--- config.mk ---
export PLATFORM = sky130hd
export DESIGN_NAME = checksum_frame_sender_with_ack_unit
export DESIGN_NICKNAME = d
export VERILOG_FILES = /design/src/sv/csfs_pkg.sv /design/src/sv/csfs_front.sv /design/src/sv/csfs_queue.sv /design/src/sv/csfs_back.sv /design/src/sv/checksum_frame_sender_with_ack_unit.sv
export SDC_FILE = /design/constraint.sdc
export NUM_CORES = 1
export LEC_CHECK = 0
export ABC_CLOCK_PERIOD_IN_PS = 5300
export BUFFER_PORTS_ARGS = -buffer_cell sky130_fd_sc_hd__clkbuf_2
export CORE_ASPECT_RATIO = 1.2
export CORE_MARGIN = 5
export CORE_UTILIZATION = 61
export DETAILED_ROUTE_END_ITERATION = 10
export HOLD_SLACK_MARGIN = 0.05
export PLACE_DENSITY = 0.8
export SLEW_MARGIN = 20
export SYNTH_ARGS = -nofsm -noshare
export SYNTH_HDL_FRONTEND = slang
export SYNTH_SLANG_ARGS = --single-unit
--- constraint.sdc ---
create_clock -name aclk -period 5.3 [get_ports aclk]
set_clock_uncertainty 0.15 [all_clocks]
set_input_delay 0.265 -clock aclk [delete_from_list [all_inputs] [get_ports aclk]]
set_output_delay 0.265 -clock aclk [all_outputs]
set_load 0.01 [all_outputs]
--- src/sv/csfs_pkg.sv ---
// Package for the checksum frame sender: item codes, job record and constants.
// Used by every module of the block; has no dependencies of its own.
`default_nettype none

package csfs_pkg;

    // Widths of the item fields.
    localparam int unsigned ACTION_W  = 2;
    localparam int unsigned BYTE_W    = 8;
    localparam int unsigned STATUS_W  = 2;
    localparam int unsigned TIMEOUT_W = 16;

    // Frame bytes and reset timeout.
    localparam logic [BYTE_W-1:0]    HDR_BYTE      = 8'h11;
    localparam logic [BYTE_W-1:0]    ACK_BYTE      = 8'h06;
    localparam logic [TIMEOUT_W-1:0] TIMEOUT_RESET = 16'd1500;

    // Default depth of the job queue between front and back.
    localparam int unsigned QUEUE_DEPTH = 4;

    // Input request codes.
    localparam logic [ACTION_W-1:0] ACT_START   = 2'd0;
    localparam logic [ACTION_W-1:0] ACT_PAYLOAD = 2'd1;
    localparam logic [ACTION_W-1:0] ACT_RECV    = 2'd2;
    localparam logic [ACTION_W-1:0] ACT_TICK    = 2'd3;

    // Result status codes.
    localparam logic [STATUS_W-1:0] ST_NONE    = 2'd0;
    localparam logic [STATUS_W-1:0] ST_ACK     = 2'd1;
    localparam logic [STATUS_W-1:0] ST_TIMEOUT = 2'd2;

    // Job kinds handed from the front to the back.
    localparam int unsigned KIND_W = 3;
    localparam logic [KIND_W-1:0] KIND_START      = 3'd0;
    localparam logic [KIND_W-1:0] KIND_START_ZERO = 3'd1;
    localparam logic [KIND_W-1:0] KIND_PAYLOAD    = 3'd2;
    localparam logic [KIND_W-1:0] KIND_PAYLOAD_LAST = 3'd3;
    localparam logic [KIND_W-1:0] KIND_ACK        = 3'd4;
    localparam logic [KIND_W-1:0] KIND_TIMEOUT    = 3'd5;

    // One classified request: what to emit and the bytes it needs.
    typedef struct packed {
        logic [KIND_W-1:0] kind;
        logic [BYTE_W-1:0] data;
        logic [BYTE_W-1:0] sum;
    } job_t;

    // Index of a result within one job (up to three results).
    localparam int unsigned STEP_W = 2;

endpackage

`default_nettype wire

--- src/sv/csfs_front.sv ---
// Front end of the checksum frame sender: accepts requests, tracks the frame
// phase, checksum and acknowledge timer, and queues jobs. Uses csfs_pkg.
`default_nettype none

module csfs_front (
    input  wire logic                             aclk,
    input  wire logic                             aresetn,
    input  wire logic                             s_tvalid,
    output logic                                  s_tready,
    input  wire logic [csfs_pkg::BYTE_W-1:0]      s_tdata,
    input  wire logic [csfs_pkg::ACTION_W-1:0]    s_tuser,
    input  wire logic                             cfg_we,
    input  wire logic [csfs_pkg::TIMEOUT_W-1:0]   cfg_wdata,
    input  wire logic                             q_ready,
    output logic                                  q_push,
    output csfs_pkg::job_t                        q_job
);

    localparam logic [1:0] PH_IDLE    = 2'd0;
    localparam logic [1:0] PH_PAYLOAD = 2'd1;
    localparam logic [1:0] PH_WAIT    = 2'd2;

    localparam logic [csfs_pkg::TIMEOUT_W-1:0] WAIT_MAX = '1;

    logic [1:0]                       phase_reg, phase_next;
    logic [csfs_pkg::BYTE_W-1:0]      bytes_left_reg, bytes_left_next;
    logic [csfs_pkg::BYTE_W-1:0]      sum_reg, sum_next;
    logic [csfs_pkg::TIMEOUT_W-1:0]   wait_count_reg, wait_count_next;
    logic [csfs_pkg::TIMEOUT_W-1:0]   timeout_reg;
    logic [csfs_pkg::TIMEOUT_W-1:0]   wait_inc;
    logic                             accept;

    assign s_tready = q_ready;
    assign accept   = s_tvalid && q_ready;
    assign wait_inc = (wait_count_reg == WAIT_MAX) ? wait_count_reg
                                                   : wait_count_reg + 1'b1;

    // Classify the request against the current phase and pick the job.
    always_comb begin
        phase_next      = phase_reg;
        bytes_left_next = bytes_left_reg;
        sum_next        = sum_reg;
        wait_count_next = wait_count_reg;
        q_push          = 1'b0;
        q_job.kind      = csfs_pkg::KIND_START;
        if (accept) begin
            case (s_tuser)
                csfs_pkg::ACT_START: begin
                    if (phase_reg == PH_IDLE) begin
                        sum_next = csfs_pkg::HDR_BYTE + s_tdata;
                        q_push   = 1'b1;
                        if (s_tdata == '0) begin
                            q_job.kind      = csfs_pkg::KIND_START_ZERO;
                            bytes_left_next = '0;
                            phase_next      = PH_WAIT;
                            wait_count_next = '0;
                        end else begin
                            q_job.kind      = csfs_pkg::KIND_START;
                            bytes_left_next = s_tdata;
                            phase_next      = PH_PAYLOAD;
                        end
                    end
                end
                csfs_pkg::ACT_PAYLOAD: begin
                    if (phase_reg == PH_PAYLOAD) begin
                        sum_next        = sum_reg + s_tdata;
                        bytes_left_next = bytes_left_reg - 1'b1;
                        q_push          = 1'b1;
                        if (bytes_left_next == '0) begin
                            q_job.kind      = csfs_pkg::KIND_PAYLOAD_LAST;
                            phase_next      = PH_WAIT;
                            wait_count_next = '0;
                        end else begin
                            q_job.kind = csfs_pkg::KIND_PAYLOAD;
                        end
                    end
                end
                csfs_pkg::ACT_RECV: begin
                    if (phase_reg == PH_WAIT && s_tdata == csfs_pkg::ACK_BYTE) begin
                        q_push     = 1'b1;
                        q_job.kind = csfs_pkg::KIND_ACK;
                        phase_next = PH_IDLE;
                    end
                end
                default: begin
                    // Idle tick: advance the saturating wait counter.
                    if (phase_reg == PH_WAIT) begin
                        wait_count_next = wait_inc;
                        if (wait_inc >= timeout_reg) begin
                            q_push     = 1'b1;
                            q_job.kind = csfs_pkg::KIND_TIMEOUT;
                            phase_next = PH_IDLE;
                        end
                    end
                end
            endcase
        end
        q_job.data = s_tdata;
        q_job.sum  = sum_next;
    end

    // Frame state and timeout register.
    always_ff @(posedge aclk) begin
        if (!aresetn) begin
            phase_reg      <= PH_IDLE;
            bytes_left_reg <= '0;
            sum_reg        <= '0;
            wait_count_reg <= '0;
            timeout_reg    <= csfs_pkg::TIMEOUT_RESET;
        end else begin
            phase_reg      <= phase_next;
            bytes_left_reg <= bytes_left_next;
            sum_reg        <= sum_next;
            wait_count_reg <= wait_count_next;
            if (cfg_we) begin
                timeout_reg <= cfg_wdata;
            end
        end
    end

    // The phase never takes the unused code.
    assert property (@(posedge aclk) disable iff (!aresetn)
        phase_reg != 2'd3)
        else $error("front phase holds an unused code");

    // A job is queued only while the queue has room.
    assert property (@(posedge aclk) disable iff (!aresetn)
        q_push |-> q_ready)
        else $error("front queued a job without room");

    // Leaving the payload phase for the wait phase restarts the timer.
    assert property (@(posedge aclk) disable iff (!aresetn)
        (phase_reg == PH_PAYLOAD && phase_next == PH_WAIT) |=> wait_count_reg == '0)
        else $error("wait counter not cleared on entering the wait phase");

endmodule

`default_nettype wire

--- src/sv/csfs_queue.sv ---
// Short job queue between the front end and the back end of the sender.
// Register-based circular buffer; uses csfs_pkg for the job record.
`default_nettype none

module csfs_queue #(
    parameter int unsigned DEPTH = csfs_pkg::QUEUE_DEPTH
) (
    input  wire logic            aclk,
    input  wire logic            aresetn,
    input  wire logic            push,
    input  wire csfs_pkg::job_t  push_job,
    output logic                 ready,
    input  wire logic            pop,
    output logic                 head_valid,
    output csfs_pkg::job_t       head_job
);

    localparam int unsigned PTR_W = (DEPTH > 1) ? $clog2(DEPTH) : 1;
    localparam int unsigned CNT_W = $clog2(DEPTH + 1);
    localparam logic [PTR_W-1:0] PTR_LAST = PTR_W'(DEPTH - 1);
    localparam logic [CNT_W-1:0] CNT_FULL = CNT_W'(DEPTH);

    csfs_pkg::job_t   mem [DEPTH];
    logic [PTR_W-1:0] wr_ptr_reg, rd_ptr_reg;
    logic [CNT_W-1:0] count_reg;

    assign ready      = (count_reg != CNT_FULL);
    assign head_valid = (count_reg != '0);
    assign head_job   = mem[rd_ptr_reg];

    // Storage write.
    always_ff @(posedge aclk) begin
        if (push) begin
            mem[wr_ptr_reg] <= push_job;
        end
    end

    // Pointers and fill count.
    always_ff @(posedge aclk) begin
        if (!aresetn) begin
            wr_ptr_reg <= '0;
            rd_ptr_reg <= '0;
            count_reg  <= '0;
        end else begin
            if (push) begin
                wr_ptr_reg <= (wr_ptr_reg == PTR_LAST) ? '0 : wr_ptr_reg + 1'b1;
            end
            if (pop) begin
                rd_ptr_reg <= (rd_ptr_reg == PTR_LAST) ? '0 : rd_ptr_reg + 1'b1;
            end
            if (push && !pop) begin
                count_reg <= count_reg + 1'b1;
            end else if (pop && !push) begin
                count_reg <= count_reg - 1'b1;
            end
        end
    end

    // No pop from an empty queue.
    assert property (@(posedge aclk) disable iff (!aresetn)
        pop |-> head_valid)
        else $error("job queue popped while empty");

    // The fill count never passes the depth.
    assert property (@(posedge aclk) disable iff (!aresetn)
        count_reg <= CNT_FULL)
        else $error("job queue count out of range");

    // Equal pointers mean empty or full.
    assert property (@(posedge aclk) disable iff (!aresetn)
        (wr_ptr_reg == rd_ptr_reg) |-> (count_reg == '0 || count_reg == CNT_FULL))
        else $error("job queue pointers and count disagree");

endmodule

`default_nettype wire

--- src/sv/csfs_back.sv ---
// Back end of the sender: expands each queued job into one to three results
// and holds them in the output register. Uses csfs_pkg.
`default_nettype none

module csfs_back (
    input  wire logic                            aclk,
    input  wire logic                            aresetn,
    input  wire logic                            head_valid,
    input  wire csfs_pkg::job_t                  head_job,
    output logic                                 pop,
    output logic                                 m_tvalid,
    input  wire logic                            m_tready,
    output logic [csfs_pkg::BYTE_W-1:0]          m_tdata,
    output logic [csfs_pkg::STATUS_W:0]          m_tuser,
    output logic                                 m_tlast
);

    logic [csfs_pkg::STEP_W-1:0]   step_reg, step_next;
    logic                          out_valid_reg;
    logic [csfs_pkg::BYTE_W-1:0]   out_byte_reg;
    logic                          out_txv_reg;
    logic [csfs_pkg::STATUS_W-1:0] out_status_reg;
    logic                          out_last_reg;

    logic                          load;
    logic                          r_txv;
    logic [csfs_pkg::BYTE_W-1:0]   r_byte;
    logic [csfs_pkg::STATUS_W-1:0] r_status;
    logic                          r_last;

    // Result for the current step of the head job.
    always_comb begin
        r_txv    = 1'b1;
        r_byte   = head_job.data;
        r_status = csfs_pkg::ST_NONE;
        r_last   = 1'b1;
        case (head_job.kind)
            csfs_pkg::KIND_START: begin
                r_byte = (step_reg == '0) ? csfs_pkg::HDR_BYTE : head_job.data;
                r_last = (step_reg != '0);
            end
            csfs_pkg::KIND_START_ZERO: begin
                case (step_reg)
                    2'd0:    r_byte = csfs_pkg::HDR_BYTE;
                    2'd1:    r_byte = head_job.data;
                    default: r_byte = head_job.sum;
                endcase
                r_last = (step_reg == 2'd2);
            end
            csfs_pkg::KIND_PAYLOAD: begin
                r_byte = head_job.data;
            end
            csfs_pkg::KIND_PAYLOAD_LAST: begin
                r_byte = (step_reg == '0) ? head_job.data : head_job.sum;
                r_last = (step_reg != '0);
            end
            csfs_pkg::KIND_ACK: begin
                r_txv    = 1'b0;
                r_byte   = '0;
                r_status = csfs_pkg::ST_ACK;
            end
            csfs_pkg::KIND_TIMEOUT: begin
                r_txv    = 1'b0;
                r_byte   = '0;
                r_status = csfs_pkg::ST_TIMEOUT;
            end
            default: begin
                r_txv  = 1'b0;
                r_byte = '0;
            end
        endcase
    end

    // Step through the job whenever the output register can take a result.
    assign load = head_valid && (!out_valid_reg || m_tready);
    assign pop  = load && r_last;

    always_comb begin
        step_next = step_reg;
        if (pop) begin
            step_next = '0;
        end else if (load) begin
            step_next = step_reg + 1'b1;
        end
    end

    // Control registers.
    always_ff @(posedge aclk) begin
        if (!aresetn) begin
            step_reg      <= '0;
            out_valid_reg <= 1'b0;
        end else begin
            step_reg <= step_next;
            if (load) begin
                out_valid_reg <= 1'b1;
            end else if (m_tready) begin
                out_valid_reg <= 1'b0;
            end
        end
    end

    // Output payload register.
    always_ff @(posedge aclk) begin
        if (load) begin
            out_byte_reg   <= r_byte;
            out_txv_reg    <= r_txv;
            out_status_reg <= r_status;
            out_last_reg   <= r_last;
        end
    end

    assign m_tvalid = out_valid_reg;
    assign m_tdata  = out_byte_reg;
    assign m_tuser  = {out_status_reg, out_txv_reg};
    assign m_tlast  = out_last_reg;

    // A job never runs past its third result.
    assert property (@(posedge aclk) disable iff (!aresetn)
        step_reg != 2'd3)
        else $error("result step ran past the third result");

    // A status result carries no transmit byte and closes its request.
    assert property (@(posedge aclk) disable iff (!aresetn)
        (out_valid_reg && out_status_reg != csfs_pkg::ST_NONE) |->
        (!out_txv_reg && out_last_reg))
        else $error("status result is malformed");

    // The step only advances while a job sits at the head.
    assert property (@(posedge aclk) disable iff (!aresetn)
        (step_reg != '0) |-> head_valid)
        else $error("result step set with no job at the head");

endmodule

`default_nettype wire

--- src/sv/checksum_frame_sender_with_ack_unit.sv ---
// Top level of the checksum frame sender with acknowledge wait.
// Joins csfs_front, csfs_queue and csfs_back; uses csfs_pkg.
//
//  Channel   Direction  Payload
//  s_*       in         tdata: data[7:0]; tuser: action[1:0]
//  m_*       out        tdata: tx_byte[7:0]; tuser: tx_valid[0], status[2:1]; tlast: last
//  cfg_*     in         cfg_wdata: ack_timeout[15:0], taken when cfg_we is high
//
// The front takes one request per cycle and updates the frame state at once.
// Each request gives zero to three results; the back drains one result per
// cycle unless m_tready holds it off, and a start request gives up to three results.
// A job queue of QUEUE_DEPTH entries lets requests keep flowing while the
// output is stalled; s_tready drops only when that queue is full.
// Reset is synchronous on aresetn and clears all control state.
`default_nettype none

module checksum_frame_sender_with_ack_unit #(
    parameter int unsigned QUEUE_DEPTH = csfs_pkg::QUEUE_DEPTH
) (
    input  wire logic                             aclk,
    input  wire logic                             aresetn,
    input  wire logic                             s_tvalid,
    output logic                                  s_tready,
    input  wire logic [csfs_pkg::BYTE_W-1:0]      s_tdata,   // data[7:0]
    input  wire logic [csfs_pkg::ACTION_W-1:0]    s_tuser,   // action[1:0]
    output logic                                  m_tvalid,
    input  wire logic                             m_tready,
    output logic [csfs_pkg::BYTE_W-1:0]           m_tdata,   // tx_byte[7:0]
    output logic [csfs_pkg::STATUS_W:0]           m_tuser,   // tx_valid[0], status[2:1]
    output logic                                  m_tlast,
    input  wire logic                             cfg_we,
    input  wire logic [csfs_pkg::TIMEOUT_W-1:0]   cfg_wdata
);

    logic           q_ready;
    logic           q_push;
    csfs_pkg::job_t q_job;
    logic           q_pop;
    logic           q_head_valid;
    csfs_pkg::job_t q_head_job;

    // Request classification and frame state.
    csfs_front u_front (
        .aclk      (aclk),
        .aresetn   (aresetn),
        .s_tvalid  (s_tvalid),
        .s_tready  (s_tready),
        .s_tdata   (s_tdata),
        .s_tuser   (s_tuser),
        .cfg_we    (cfg_we),
        .cfg_wdata (cfg_wdata),
        .q_ready   (q_ready),
        .q_push    (q_push),
        .q_job     (q_job)
    );

    // Job queue.
    csfs_queue #(
        .DEPTH (QUEUE_DEPTH)
    ) u_queue (
        .aclk       (aclk),
        .aresetn    (aresetn),
        .push       (q_push),
        .push_job   (q_job),
        .ready      (q_ready),
        .pop        (q_pop),
        .head_valid (q_head_valid),
        .head_job   (q_head_job)
    );

    // Result generation and output register.
    csfs_back u_back (
        .aclk       (aclk),
        .aresetn    (aresetn),
        .head_valid (q_head_valid),
        .head_job   (q_head_job),
        .pop        (q_pop),
        .m_tvalid   (m_tvalid),
        .m_tready   (m_tready),
        .m_tdata    (m_tdata),
        .m_tuser    (m_tuser),
        .m_tlast    (m_tlast)
    );

endmodule

`default_nettype wire

==> results.yml, run 1 <==
run_status:
  run_status: "complete, no violations"
global_routing:
  grt_pass1_wl_um: 28280
  antenna_found_initial: 0
  grt_pass1_vias: 5754
  track_usage: 0.2384
  maximum_number_of_pins_on_one_net_before_global_route_repair: 40
  global_route.overflow_total: 0
clocking:
  cts.hold.buffers_added: 20
  clkLatencyLatePin_ns: 0.43
  ctsResizeCount: 0
  cts_num_sinks: 150
  cts_max_path_buffers: 2
  clock_tree.root_cell: "clkbuf_16"
  cts-buffers-inserted: 17
  ctsHtreeMaxLevel: 4
  post-cts-setup-buffer-count: 0
  path_clk_slew_ns: 0.07
  cts_tree: "built"
yosys:
  synth_fp_nets: 773
  synth_seq_cells: 150
  synth_cell_types: 78
  yosysTopAreaCellShare: 0.3422
  synth_top_cell_by_area: "edfxtp_1"
  async_s_r_ff_share_synth: 0
  synthesis.instances: 702
  synthFlopType: "edfxtp_1"
  synthesis.area_per_instance_um2: 11.00
  ys_seq_area_frac: 0.5029
  synth_edf_count: 88
  synth-warning-count: 0
  post-synth-top-count-cell: "edfxtp_1"
  mappedNetlistArea_um2: 7722
  netlist_top_cells_area: "edfxtp_1, dfxtp_1, ha_1"
  netlist_top_cells_count: "edfxtp_1, nor2_1, dfxtp_1"
finish:
  layout.area.seq_um2: 3884
  largest_register_ffs: 76
  num-nets-final: 832
  insertedDiodeCount: 0
  layout.filler_cells: 837
  area_growth_syn_to_layout_pct: 14.99
  multiInputGateArea_um2: 3536
  drive_above_1_share: 0.1563
floorplan:
  die_w_um: 112.7
  floorplan.rows: 45
  die_y_um: 133.3
  num_io_pins: 45
  area_enclosed_by_the_die_boundary_um2: 15020
  floorplan.core_area_um2: 12560
  initial_standard_cell_utilization_of_the_core: 0.6150
route:
  remaining_drc_errors: 0
  wire_per_inst_um: 18.54
  num_vias: 5753
  routed_via_density: 6.133
  initialDrtViolationCount: 534
  drt-total-wl_um: 17400
  postRouteAntennaNets: 0
  detailedRoute.firstPassIterationCount: 5
job:
  cap_viol_max_count: 0
worst_hold_path:
  hold_path.class: "in -> reg"
timing:
  finalHoldWorstSlack_ns: 0.07240
  setup_total_negative_slack_ns: 0
  unrepaired_setup_endpoints_after_global_routing: "no"
  fin_crit_sh: 0.9253
  finalMaxSlewViolations: 0
  report.final.hold_viol_count: 0
  finalSetupViolCount: 0
  tightestPinTransition_ns: 0.9630
  relSlewSlack: 0.3571
  finalCriticalPeriod_ns: 4.904
  achievable-frequency_mhz: 203.9
power_and_ir_drop:
  peakVddDrop_uv: 236.3
  power_density_nw_per_um2: 386.7
  total_power_w: 0.003433
  power.static_leakage_nw: 3.443
placed_design:
  numPortBuffers: 44
  dp_hpwl_um: 11560
  routability_driven_placement_congestion_ratio: 0.8910
worst_setup_path:
  crit_path_end_kind: "flip-flop"
  crit_fanout: 10
  startpoint_type: "flip-flop"
  criticalPathCategory: "reg -> reg"
  crit_required_ns: 5.50
  timing.critical_path.arrival_ns: 5.11
-- layout make-up --
cell class,instances,share of cell area
inverters,38,0.01606
clock buffers,19,0.04988
well taps,164,0.02311
clock inverters,13,0.01959
flip-flops and latches,150,0.4374
multi-input cells,480,0.3982
repair buffers,74,0.05580
-- final timing paths --
check	startpoint	endpoint	slack (ns)	cells past startpoint
min	s_tdata[5]	u_queue.mem[2][13]$_DFFE_PP_	0.07	1
max reg2reg	u_front.wait_count_reg[9]$_SDFFE_PN0P_	u_queue.count_reg[2]$_SDFFE_PN0P_	0.40	16
max	u_front.wait_count_reg[9]$_SDFFE_PN0P_	u_queue.count_reg[2]$_SDFFE_PN0P_	0.40	16
min reg2reg	u_back.m_tvalid$_SDFFE_PN0P_	u_back.m_tvalid$_SDFFE_PN0P_	0.34	2
-- worst max-delay path, cell delays in order, from the launching register on --
cell and delay (ns):
dfxtp_1 0.43, and4_1 0.30, nand3_1 0.26, nor2_2 0.45
mux2_2 0.40, ha_1 0.28, nand2_1 0.04, o21ai_0 0.16
a21oi_1 0.12, o41ai_1 0.55, o211a_1 0.39, ha_1 0.23
inv_1 0.06, fa_1 0.38, xor2_1 0.18, or3_1 0.30
a21oi_1 0.13
-- layer usage --
layer	share of wire	GRT usage
met3	0.055	0.05043
met5	0	0
met4	0.030	0.1062
met2	0.53	0.4368
met1	0.39	0.2626
-- stage by stage --
step | setup slack (ns) | instances | cell area (µm²) | utilization
3_3_place_gp | 0.6475 | 886 | 8063 | 0.6422
6_report | 0.3958 | 938 | 8880 | 0.7072
5_1_grt | 0.02172 | 938 | 8880 | 0.7072
4_1_cts | 0.4208 | 938 | 8880 | 0.7072
3_5_place_dp | 0.4356 | 886 | 8063 | 0.6422
2_1_floorplan | 0.9973 | 702 | 7722 | -
-- report_power, final --
group / switching [W] / internal, W / leakage, nW
Combinational: 0.000426 / 0.000326 / 1.83
Clock: 0.000490 / 0.000760 / 0.296
Sequential: 0.0000633 / 0.00137 / 1.32
-- layout by cell type (no fill, tap or decap), types with 8 or more instances in the layout --
cell type / count
xor2_1: 8
a31oi_1: 8
and3_1: 8
nand2_1: 59
ha_1: 38
edfxtp_1: 88
clkbuf_16: 17
dfxtp_1: 62
dlygate4sd3_1: 20
inv_1: 38
nor2_1: 66
buf_4: 10
nand3_1: 14
a21oi_1: 27
mux2i_1: 17
nor3_1: 14
o21ai_0: 34
a211oi_1: 9
clkbuf_2: 44
o211ai_1: 12
and2_1: 14
xnor2_1: 16
mux4_2: 19
a22oi_1: 12
-- cells by family (layout without fill, tap and decap cells) --
kind of cell             Yosys count  in the layout  synth area share
XOR/XNOR                          24             24           0.02722
multiplexers                      38             38           0.08036
AO/OA/AOI/OAI                    152            152            0.1361
flip-flops                       150            150            0.5029
adder cells (fa/ha/maj)           40             40           0.06675
AND/OR/NAND/NOR                  226            226            0.1474
buffers and inverters             72            144           0.03921
No activity file was read; power rests on OpenSTA's default activity.
==> run 2: changes to the inputs <==
ABC_CLOCK_PERIOD_IN_PS = 5600   (was 5300)
BUFFER_PORTS_ARGS = default   (was -buffer_cell sky130_fd_sc_hd__clkbuf_2)
CORE_UTILIZATION = 64   (was 61)
DONT_BUFFER_PORTS = 1   (was default)
clock period = 5.6 ns   (was 5.3 ns; I/O delays follow)
==> run 2 against run 1 <==
  * Count of clock-buffer cells in the layout grew 2
  * Worst hold slack got worse by 0.011 ns
  * Wire length is 1.8% higher
  * Maximum frequency fell by 1.8%
  * First-iteration DRC count fell by 19%
  * Design area decreased by 0.92%
  * Die area fell by 4.3%
==> results.yml, run 2 (synthesis gave the netlist of run 1 again) <==
placed_design:
  dp_hpwl_um: 11280
  numPortBuffers: 0
  post-place-cells: 839
  routability_driven_placement_congestion_ratio: 0.9314
  postPlaceCellArea_um2: 7839
timing:
  achievable-frequency_mhz: 200.3
  tightestPinTransition_ns: 0.9623
  fin_crit_sh: 0.8913
  finalMaxSlewViolations: 0
  finalCriticalPeriod_ns: 4.992
  setup_total_negative_slack_ns: 0
  unrepaired_setup_endpoints_after_global_routing: "no"
  relSlewSlack: 0.3563
  report.final.hold_viol_count: 0
  finalSetupViolCount: 0
power_and_ir_drop:
  peakVddDrop_uv: 248.3
  power_density_nw_per_um2: 359.7
  power.static_leakage_nw: 3.307
clocking:
  cts-buffers-inserted: 17
  cts_tree: "built"
  clock_tree.root_cell: "clkbuf_16"
  post-cts-setup-buffer-count: 0
  cts_num_sinks: 150
  ctsHtreeMaxLevel: 4
  clkLatencyLatePin_ns: 0.42
  cts_max_path_buffers: 2
  ctsResizeCount: 0
  path_clk_slew_ns: 0.06
global_routing:
  antenna_found_initial: 0
  globalRouteMet1Util: 0.2908
  busiest_layer: "met2"
  global_route.usage.met3: 0.04800
  track_usage: 0.2641
  maximum_number_of_pins_on_one_net_before_global_route_repair: 39
  global_route.overflow_total: 0
  groute.layer.met2.usage: 0.4850
  grt_pass1_vias: 5868
  grt_pass1_wl_um: 28720
route:
  wire_per_inst_um: 19.51
  initialDrtViolationCount: 433
  remaining_drc_errors: 0
  postRouteAntennaNets: 0
  routed_via_density: 6.245
  detailedRoute.firstPassIterationCount: 5
  drt-total-wl_um: 17700
  num_vias: 5664
finish:
  num-nets-final: 804
  area_growth_syn_to_layout_pct: 13.93
  layout.filler_cells: 818
  drive_above_1_share: 0.09920
  final_cells: 907
  insertedDiodeCount: 0
  layout_common_cells: "edfxtp_1, nor2_1, dfxtp_1"
  final_common_cell: "edfxtp_1"
  largest_register_ffs: 76
  finalInstanceArea_um2: 8798
  utilization: 0.7365
worst_setup_path:
  crit_required_ns: 5.79
  critical_path.reg2reg.endpoint: "u_queue.count_reg[2]$_SDFFE_PN0P_"
  reg2regPathDepth: 16
  timing.critical_path.arrival_ns: 5.18
  rrSetupSlack_ns: 0.61
  criticalPathCategory: "reg -> reg"
  startpoint_type: "flip-flop"
  crit_fanout: 10
  crit_path_end_kind: "flip-flop"
  worstReg2RegStart: "u_front.wait_count_reg[9]$_SDFFE_PN0P_"
worst_hold_path:
  hold_path.startpoint: "s_tdata[7]"
  worst_hold_path.endpoint: "u_front.bytes_left_reg[7]$_SDFFE_PN0P_"
  min_path_cells: 3
  hold_path.class: "in -> reg"
floorplan:
  area_enclosed_by_the_die_boundary_um2: 14370
  die_w_um: 110.3
  num_io_pins: 45
  floorplan.core_area_um2: 11950
  die_y_um: 130.3
  initial_standard_cell_utilization_of_the_core: 0.6464
  floorplan.rows: 44
job:
  cap_viol_max_count: 0
run_status:
  run_status: "complete, no violations"
-- run 2: changes by cell type in the layout (fill, tap and decap cells not counted), sizes merged --
cell and change:
clkbuf -42, dlygate4sd3 +15, buf +1, clkinv -1, inv -1
-- run 2: power breakdown --
part	internal, W	leakage (nW)	switching [W]
registers	0.00130	1.32	0.0000870
clock network	0.000703	0.280	0.000445
logic	0.000281	1.71	0.000351
-- run 2: cell type report --
cell class	count	area [µm²]	area share
repair buffers	46	445.4	0.05063
clock buffers	21	440.4	0.05006
inverters	38	142.6	0.01621
flip-flops and latches	150	3884	0.4414
clock inverters	11	148.9	0.01692
well taps	161	201.4	0.02290
multi-input cells	480	3536	0.4019
-- run 2: worst max path at each step --
stage                                           start  slack (ns)                                end  cells after the start
6_report       u_front.wait_count_reg[9]$_SDFFE_PN0P_        0.61  u_queue.count_reg[2]$_SDFFE_PN0P_                     16
5_1_grt        u_front.wait_count_reg[9]$_SDFFE_PN0P_        0.28  u_queue.count_reg[2]$_SDFFE_PN0P_                     16
4_1_cts        u_front.wait_count_reg[9]$_SDFFE_PN0P_        0.68  u_queue.count_reg[2]$_SDFFE_PN0P_                     16
3_5_place_dp   u_front.wait_count_reg[9]$_SDFFE_PN0P_        0.73  u_queue.count_reg[2]$_SDFFE_PN0P_                     16
3_3_place_gp   u_front.wait_count_reg[9]$_SDFFE_PN0P_        0.96  u_queue.count_reg[2]$_SDFFE_PN0P_                     16
2_1_floorplan  u_front.wait_count_reg[3]$_SDFFE_PN0P_        1.30  u_queue.count_reg[2]$_SDFFE_PN0P_                     18
-- run 2: worst max-delay path, stage by stage, from the launching register on --
cell and delay [ns]:
dfxtp_1 0.43, and4_1 0.29, nand3_1 0.26, nor2_2 0.42, mux2_2 0.39, ha_1 0.27
nand2_1 0.04, o21ai_0 0.15, a21oi_1 0.15, o41ai_1 0.62, o211a_1 0.40, ha_1 0.23
inv_1 0.07, fa_1 0.38, xor2_1 0.17, or3_1 0.31, a21oi_1 0.17
-- run 2: repair_timing --
item,in CTS,in global routing
hold buffers,36,0
hold endpoints to repair,89,0
endpoints found under the setup margin,0,0
-- run 2: metrics by stage --
step / power [W] / setup slack [ns] / hold WS [ns]
after floorplan: 0.001875 / 1.297 / 0.2289
after detailed placement: 0.002000 / 0.7346 / 0.2295
after global routing: 0.003313 / 0.2751 / 0.07479
final: 0.003165 / 0.6084 / 0.06136
after CTS: 0.003184 / 0.6839 / 0.05073
after global placement: 0.001969 / 0.9567 / 0.2295
-- run 2: layer usage --
layer  vias to the layer above  wire length (µm)  part of all wire
met5                         -                 0                 0
met4                         0               543             0.031
met3                        50               842             0.048
met2                       207              9534              0.54
met1                      2738              6780              0.38
li1                       2669                 -                 -
==> run 3: changes to the inputs <==
BUFFER_PORTS_ARGS = -buffer_cell sky130_fd_sc_hd__clkbuf_2   (was default)
CORE_UTILIZATION = 61   (was 64)
DONT_BUFFER_PORTS = default   (was 1)
==> run 3 against run 2 <==
  * Core utilization is 3.4 points lower
  * Combinational power is 12% higher
  * Critical endpoint unchanged
  * Register-to-register slack better by 0.14 ns
  * Setup slack better by 0.14 ns
  * First-iteration DRC count is 15% higher
==> results.yml, run 3 (synthesis gave the netlist of run 1 again) <==
finish:
  largest_register_ffs: 76
  insertedDiodeCount: 0
  num-nets-final: 830
  drive_above_1_share: 0.1567
  utilization: 0.7028
  finalInstanceArea_um2: 8825
  layout_common_cells: "edfxtp_1, nor2_1, dfxtp_1"
  area_growth_syn_to_layout_pct: 14.27
  final_common_cell: "edfxtp_1"
route:
  num_vias: 5725
  postRouteAntennaNets: 0
  wire_per_inst_um: 18.26
  routed_via_density: 6.116
  initialDrtViolationCount: 500
  detailedRoute.firstPassIterationCount: 5
  drt-total-wl_um: 17100
  remaining_drc_errors: 0
worst_setup_path:
  cpLargestDelayFamily: "simple AND/OR/NAND/NOR gates"
  number_of_stages_on_the_worst_setup_path: 16
  rrSetupSlack_ns: 0.75
  crit_slowest_cell: "o41ai_1"
  crit_required_ns: 5.78
  timing.critical_path.arrival_ns: 5.04
  crit_path_end_kind: "flip-flop"
  reg2regPathDepth: 16
  criticalPathCategory: "reg -> reg"
  startpoint_type: "flip-flop"
  cp_peak_stage_delay_ns: 0.50
  crit_chain: "and4_1 -> nand3_1 -> nor2_2 -> mux2_2 -> ha_1 -> nand2_1 -> o21ai_0 -> a21oi_1 -> o41ai_1 -> o211a_1 -> ha_1 -> inv_1 -> fa_1 -> xor2_1 -> or3_1 -> a21oi_1"
  cp.buffers_inverters: 1
  crit_fanout: 10
timing:
  unrepaired_setup_endpoints_after_global_routing: "no"
  setup_total_negative_slack_ns: 0
  finalCriticalPeriod_ns: 4.853
  relSlewSlack: 0.2981
  finalSetupViolCount: 0
  finalHoldWorstSlack_ns: 0.07059
  tightestPinTransition_ns: 1.046
  fin_crit_sh: 0.8666
  report.final.hold_viol_count: 0
  finalMaxSlewViolations: 0
  achievable-frequency_mhz: 206.1
job:
  cap_viol_max_count: 0
global_routing:
  maximum_number_of_pins_on_one_net_before_global_route_repair: 40
  antenna_found_initial: 0
  global_route.overflow_total: 0
  grt_pass1_vias: 5598
  grt_pass1_wl_um: 28060
  track_usage: 0.2366
power_and_ir_drop:
  peakVddDrop_uv: 221.0
  power_density_nw_per_um2: 360.7
  power.static_leakage_nw: 3.414
  total_power_w: 0.003183
worst_hold_path:
  hold_path.class: "in -> reg"
  min_path_cells: 1
floorplan:
  floorplan.rows: 45
  die_w_um: 112.7
  initial_standard_cell_utilization_of_the_core: 0.6150
  floorplan.core_area_um2: 12560
  num_io_pins: 45
  area_enclosed_by_the_die_boundary_um2: 15020
  die_y_um: 133.3
clocking:
  post-cts-setup-buffer-count: 0
  cts.hold.buffers_added: 19
  ctsResizeCount: 0
  cts_max_path_buffers: 2
  clkLatencyLatePin_ns: 0.43
  cts-buffers-inserted: 17
  clock_tree.root_cell: "clkbuf_16"
  path_clk_slew_ns: 0.06
  ctsHtreeMaxLevel: 4
  cts_tree: "built"
  cts_num_sinks: 150
placed_design:
  dp_hpwl_um: 11440
  postPlaceCellArea_um2: 8055
  routability_driven_placement_congestion_ratio: 0.8471
  numPortBuffers: 44
run_status:
  run_status: "complete, no violations"
-- run 3: cell count changes in the layout (fill, tap and decap cells not counted), sizes merged --
cell         before  now
clkinv            4    7
clkbuf           21   62
buf              11    9
dlygate4sd3      35   19
inv              40   42
bufinv            3    1
-- run 3: metal layers --
metal | wire, µm | track usage
met1 | 6620 | 0.2719
met3 | 962 | 0.05816
met4 | 475 | 0.08951
met2 | 9037 | 0.4233
met5 | 0 | 0
-- run 3: worst register-to-register path: cells and delay by family (launching register included) --
family,cells,cell delay [ns]
buffers and inverters,1,0.06
muxes,1,0.39
xor gates and xnor gates,1,0.17
adders and majority gates,3,0.89
DFF,1,0.45
AOI/OAI and AO/OA,5,1.26
and+or+nand+nor,5,1.39
-- run 3: power by group --
group	internal (W)	switching [W]
sequential	0.00129	0.0000588
combinational	0.000308	0.000397
clock	0.000633	0.000492
-- run 3: path summary, 6_finish.rpt --
path,start,endpoint
setup / recovery,u_front.wait_count_reg[9]$_SDFFE_PN0P_,u_queue.count_reg[2]$_SDFFE_PN0P_
hold / removal,s_tdata[4],u_queue.mem[1][12]$_DFFE_PP_
setup reg to reg,u_front.wait_count_reg[9]$_SDFFE_PN0P_,u_queue.count_reg[2]$_SDFFE_PN0P_
hold reg to reg,u_front.timeout_reg[8]$_SDFFE_PN1P_,u_front.timeout_reg[8]$_SDFFE_PN1P_
-- run 3: final cells by class --
type | instances | area, µm²
Clock inverter | 14 | 140.1
Fill cell | 889 | 3731
Inverter | 38 | 142.6
Clock buffer | 18 | 439.2
Sequential cell | 150 | 3884
Tap cell | 164 | 205.2
Multi-Input combinational cell | 480 | 3536
Timing Repair Buffer | 72 | 478.0
-- run 3: metrics by stage --
stage / setup slack, ns / std cells
floorplan: 1.297 / 702
global placement: 0.9773 / 885
detailed placement: 0.8493 / 885
CTS: 0.7963 / 936
global route: 0.3874 / 936
finish: 0.7473 / 936
